--- src/hdl/osm_pkg.sv ---
`timescale 1ns / 1ps
`default_nettype none
// ----------------------------------------------------------------------------
// osm_pkg: shared types and constants of the order-statistic multiset
// Field widths, request and status codes, and the command and status groups
// that join the controller to the datapath.
// ----------------------------------------------------------------------------
package osm_pkg;

    // Field widths
    localparam int VALUE_W  = 32;
    localparam int RANK_W   = 9;
    localparam int STATUS_W = 2;

    // Query read tree: cells per first-level group
    localparam int GRP_BITS = 4;
    localparam int GRP_SIZE = 1 << GRP_BITS;

    // Request codes
    localparam logic REQ_INSERT = 1'b0;
    localparam logic REQ_QUERY  = 1'b1;

    // Result status codes
    localparam logic [STATUS_W-1:0] ST_OK    = 2'd0;
    localparam logic [STATUS_W-1:0] ST_RANGE = 2'd1;
    localparam logic [STATUS_W-1:0] ST_FULL  = 2'd2;

    // Controller to datapath commands
    typedef struct packed {
        logic ins;    // insert beat accepted: shift the cell chain
        logic qload;  // query beat accepted: load the group registers
        logic pick;   // select the final cell into the stage register
        logic push;   // move the stage register into the output register
    } t_cmd;

    // Datapath to controller status
    typedef struct packed {
        logic is_query;  // request type of the beat on the input channel
    } t_stat;

endpackage
`default_nettype wire

--- src/hdl/osm_ctrl.sv ---
`timescale 1ns / 1ps
`default_nettype none
// ----------------------------------------------------------------------------
// osm_ctrl: controller of the order-statistic multiset
// Sequences insert and query beats and owns the output valid flag.
// ----------------------------------------------------------------------------
module osm_ctrl (
    input  wire            i_clk,
    input  wire            i_rst_n,
    input  wire            i_in_valid,
    output logic           o_in_ready,
    input  wire            i_out_ready,
    output logic           o_out_valid,
    input  osm_pkg::t_stat i_stat,
    output osm_pkg::t_cmd  o_cmd
);
    import osm_pkg::*;

    typedef enum logic [1:0] {
        S_IDLE,
        S_PICK,
        S_DONE
    } t_state;

    t_state r_state;
    t_state n_state;
    logic   r_out_valid;
    logic   n_out_valid;
    logic   w_out_free;
    logic   w_accept;

    // Output slot frees when empty or drained this cycle
    assign w_out_free = !r_out_valid || i_out_ready;

    // Take a new beat when idle, or when the staged result leaves now; hold off in reset
    assign o_in_ready  = i_rst_n
                         && ((r_state == S_IDLE) || ((r_state == S_DONE) && w_out_free));
    assign w_accept    = i_in_valid && o_in_ready;
    assign o_out_valid = r_out_valid;

    // Issue datapath commands
    always_comb begin
        o_cmd.ins   = w_accept && !i_stat.is_query;
        o_cmd.qload = w_accept && i_stat.is_query;
        o_cmd.pick  = (r_state == S_PICK);
        o_cmd.push  = (r_state == S_DONE) && w_out_free;
    end

    // Next state and output valid
    always_comb begin
        n_state = r_state;
        unique case (r_state)
            S_IDLE: begin
                if (w_accept) begin
                    n_state = i_stat.is_query ? S_PICK : S_DONE;
                end
            end
            S_PICK: begin
                n_state = S_DONE;
            end
            S_DONE: begin
                if (w_out_free) begin
                    if (w_accept) begin
                        n_state = i_stat.is_query ? S_PICK : S_DONE;
                    end else begin
                        n_state = S_IDLE;
                    end
                end
            end
            default: begin
                n_state = S_IDLE;
            end
        endcase

        if (o_cmd.push) begin
            n_out_valid = 1'b1;
        end else if (i_out_ready) begin
            n_out_valid = 1'b0;
        end else begin
            n_out_valid = r_out_valid;
        end
    end

    // Hold state and output valid
    always_ff @(posedge i_clk) begin
        if (!i_rst_n) begin
            r_state     <= S_IDLE;
            r_out_valid <= 1'b0;
        end else begin
            r_state     <= n_state;
            r_out_valid <= n_out_valid;
        end
    end
endmodule
`default_nettype wire

--- config.mk ---
export PLATFORM = sky130hd
export DESIGN_NAME = osm_ctrl
export DESIGN_NICKNAME = d
export VERILOG_FILES = /design/src/hdl/osm_pkg.sv /design/src/hdl/osm_ctrl.sv
export SDC_FILE = /design/constraint.sdc
export NUM_CORES = 1
export LEC_CHECK = 0
export ABC_AREA = 1
export BUFFER_PORTS_ARGS = -buffer_cell sky130_fd_sc_hd__buf_2
export CAP_MARGIN = 20
export CORE_AREA = 5 5 42 44
export CTS_BUF_LIST = sky130_fd_sc_hd__clkbuf_8
export DETAILED_ROUTE_END_ITERATION = 7
export DIE_AREA = 0 0 47 49
export HOLD_SLACK_MARGIN = 0.15
export PLACE_DENSITY_LB_ADDON = 0.1
export SLEW_MARGIN = 20
export SYNTH_ARGS = -nofsm -noshare
export SYNTH_HDL_FRONTEND = slang
export SYNTH_SLANG_ARGS = --single-unit
--- constraint.sdc ---
create_clock -name i_clk -period 1.1 [get_ports i_clk]
set_input_delay 0.165 -clock i_clk [delete_from_list [all_inputs] [get_ports i_clk]]
set_output_delay 0.165 -clock i_clk [all_outputs]
set_load 0.02 [all_outputs]
Word-level counts from Yosys, hierarchy flattened --
Cells that the tools add are included.
Word-level totals: output and inout port bits 6, word-level logic and storage cells 25, register bits 3, bits of input ports 5
Cells by class: reduce and logical (&&, ||, !) cells 12, multiplexer cells 7, equal/unequal tests 4
Operator list (number):
- 2-bit 2-to-1 mux | 4
- 2-bit case mux with 3 select lines | 1
- 1-bit logical AND | 5
- 2-bit inequality test, second input constant | 2
- 2-bit by 1-bit equality test with 1-bit output, second input constant | 1
- 2-bit equality test, second input constant | 1
- 1-bit zero test | 2
- 2-bit zero test | 1
- 1-bit logical OR | 2
- 1-bit 2-to-1 mux | 2
- 2-bit AND reduction | 1
- 2-bit nonzero test | 1

Logic depth before layout (Yosys ltp) --
word-level depth 9, depth in mapped cells 8, gate-level depth less buffers 8

Worst setup path before layout --
OpenSTA, ideal clock, no wires.
path type register -> output, start reg r_out_valid, in the netlist o_out_valid, end out o_cmd[2] (netlist bit), arrival time 1.266 ns, buffers on the path 0, cell stages (with the launch flop) 6, data required time 0.935 ns, path slack -0.331 ns, cell sequence dfxtp_1 > nand2_1 > nand2_4 > a21oi_2 > nand2_1 > nor2_1
RTL lines:
- start, declared | RTL line osm_ctrl.sv:27 | logic r_out_valid;
- start signal, assigned | RTL line osm_ctrl.sv:91 | r_out_valid <= n_out_valid;
- end, declared | RTL line osm_ctrl.sv:15 | output osm_pkg::t_cmd o_cmd

==> results.sh <==
export IMPL_rows=14
export IMPL_cts_made_buffers=3
export IMPL_crit_top_cell="nor2_4"
export IMPL_min_path_type="in -> reg"
export IMPL_synth_cells=33
export IMPL_clk_pin_slew_worst_paths_ns=0.03
export IMPL_grt_max_degree=5
export IMPL_synth_cell_type_count=13
export IMPL_peakVddDrop_mv=0.736
export IMPL_cp_end_kind="output pin"
export IMPL_synth_warnings=0
export IMPL_finClkSkew_ns=0.000334
export IMPL_finalHoldViolCount=0
export IMPL_critPathRequiredTime_ns=0.94
export IMPL_die_x_um=47
export IMPL_ys_ff_latch=3
export IMPL_routabilityCongestion=0.702
export IMPL_cts_hold_buf=0
export IMPL_n_antenna_cell=0
export IMPL_dieArea_mm2=0.00230
export IMPL_r2r_start="r_state[1]"
export IMPL_overflow=0
export IMPL_period_minus_slack_ns=1.37
export IMPL_postSynthAreaPerCell_um2=6.60
export IMPL_worst_pin_slew_ns=0.206
export IMPL_cts_root_buf="clkbuf_8"
export IMPL_dr_pass1_iters=4
export IMPL_setup_viol=6
export IMPL_clk_path_buf_depth=2
export IMPL_wl_per_cell_um=9.82
export IMPL_boundaryPins=11
export IMPL_path_class="reg -> out"
export IMPL_final_util_pct=34.7
export IMPL_fin_nets=62
export IMPL_p_per_area_mw_per_mm2=1260
export IMPL_p_leak_nw=0.248
export IMPL_port_buffer_count=10
export IMPL_cp_max_fo=3
export IMPL_drt_total_wl_um=707
export IMPL_whs_ns=0.323
export IMPL_timing_rr_end="r_state[0]"
export IMPL_min_from="i_rst_n"
export IMPL_vias_per_cell=4.03
export IMPL_via_count=290
export IMPL_dpl_hpwl_um=503
export IMPL_dpl_cell_count=65
export IMPL_setup_ws_ns=-0.272
export IMPL_cts_sinks=3
export IMPL_period_share_pct=125
export IMPL_violations="setup timing"
export IMPL_synth_seq_area_share_pct=27.6
export IMPL_grt_pass1_vias=302
export IMPL_slowest_stage="dfxtp_2"
export IMPL_grt_setup_unrepaired="true"
export IMPL_antenna_found_initial=0
export IMPL_crit_path_cell_trace="inv_4 -> nor2_4 -> nand2_4 -> a21oi_4 -> nand2_2 -> nor2_4 -> buf_6"
export IMPL_route_detailed_drc=0
export IMPL_drtIter0Drc=6
export IMPL_grt_first_pass_wirelength_um=1200
export IMPL_rr_worst_depth=8
export IMPL_hold_path_end="r_state[1]"
export IMPL_hold_depth=3
export IMPL_syn_nets=38
export IMPL_area_growth_pct=124
export IMPL_max_slew_margin_pct=86.2
export IMPL_die_y_um=49
export IMPL_drive_above_1_share_pct=75.0
export IMPL_worstPathArrival_ns=1.21
export IMPL_cp_start_kind="flip-flop"
export IMPL_report_final_slew_viol_count=0
export IMPL_final_instance_count_excl_fill=72
export IMPL_start_util_pct=15.5
export IMPL_cts_tree="built"
export IMPL_status="finished with violations"
export IMPL_max_cap_violations=0
export IMPL_fmaxAchievable_mhz=729
export IMPL_h_tree_depth=1
export IMPL_critical_path_max_stage_delay_ns=0.34
export IMPL_setup_tns_ns=-0.986
export IMPL_grt_use_total_pct=7.52
export IMPL_coreArea_mm2=0.00140
export IMPL_insertion_delay_ns=0.21
export IMPL_synth_area_um2=218
export IMPL_rrSetupSlack_ns=-0.08
export IMPL_ant_nets=0
-- critical path: cells and delay by family (launching register included) --
kind	cells	cell delay, ns
AO/OA/AOI/OAI	1	0.13
buffers and inverters	2	0.16
flip-flops	1	0.34
AND/OR/NAND/NOR	4	0.36
-- through the flow --
step	cell area (um2)	power (W)	setup WS, ns
after floorplan	240	0.000204	-0.108
after global placement	355	0.000253	-0.106
after detailed placement	355	0.000253	-0.116
after CTS	470	0.000618	-0.301
after global routing	487	0.000656	-0.355
final	487	0.000611	-0.272
-- layer usage --
metal  global-route usage (%)  vias up  share of wire [%]
met4                     2.76        0                  0
met2                     12.2       12                 60
met3                     5.54        0                8.6
met1                     6.99      137                 31
li1                         -      141                  -
met5                        0        -                  0
-- synthesized netlist by cell type --
cell type | n | area [um2]
a21oi_1 | 1 | 5.00
a21oi_2 | 2 | 17.5
buf_4 | 1 | 7.51
dfxtp_1 | 3 | 60.1
inv_1 | 8 | 30.0
inv_2 | 1 | 3.75
nand2_1 | 7 | 26.3
nand2_2 | 1 | 6.26
nand2_4 | 1 | 11.3
nand4_2 | 1 | 12.5
nor2_1 | 5 | 18.8
nor2_4 | 1 | 11.3
o211ai_1 | 1 | 7.51
-- sequential cells by signal, indices dropped and copies added, names as in the netlist --
name         cells
r_state          2
o_out_valid      1
-- placed cells by master (no fill, tap or decap), types with 2 or more instances in the layout --
| cell type | n |
|---|---|
| nor2_4 | 3 |
| nor2_1 | 2 |
| buf_2 | 5 |
| buf_6 | 7 |
| inv_2 | 3 |
| nand2_1 | 4 |
| nand2_2 | 4 |
| buf_4 | 8 |
| inv_1 | 6 |
| clkbuf_8 | 3 |
| dfxtp_2 | 3 |
-- report_power, final --
group	internal [W]	leakage [nW]	switching, W	total, W
clock	0.000238	0.0269	0.0000751	0.000313
sequential	0.000117	0.0258	0.00000595	0.000123
combinational	0.0000868	0.196	0.0000881	0.000175
-- what timing repair did --
item | in CTS | in global routing
setup endpoints to repair | 5 | 8
pin swaps | 6 | 1
endpoints found under the hold margin | 0 | 0
resized for setup | 17 | 6
buffers inserted | 4 | 1
-- worst max-delay path by stage --
stage	end	startpoint	cells after the start	slack, ns
after floorplan	o_cmd[2]	r_state[1]	6	-0.11
after global placement	o_cmd[2]	r_state[1]	7	-0.11
after CTS	o_cmd[2]	r_state[1]	7	-0.30
after detailed placement	o_cmd[2]	r_state[1]	7	-0.12
after global routing	o_cmd[2]	r_state[1]	7	-0.36
final	o_cmd[2]	r_state[1]	7	-0.27
-- final cells by class --
type	instances	area [um2]
clock buffer	3	41.3
clock inverter	1	3.75
fill	157	915
inverter	9	36.3
multi-input combinational	20	158
sequential	3	63.8
tap	16	20.0
timing repair buffer	20	164
-- cells by family after synthesis --
group                  after synthesis  share of synthesized area (%)
and+or+nand+nor                     16                           39.7
DFF                                  3                           27.6
AOI/OAI and AO/OA                    4                           13.8
buffers and inverters               10                           19.0
No activity file was read; power rests on OpenSTA's default activity.
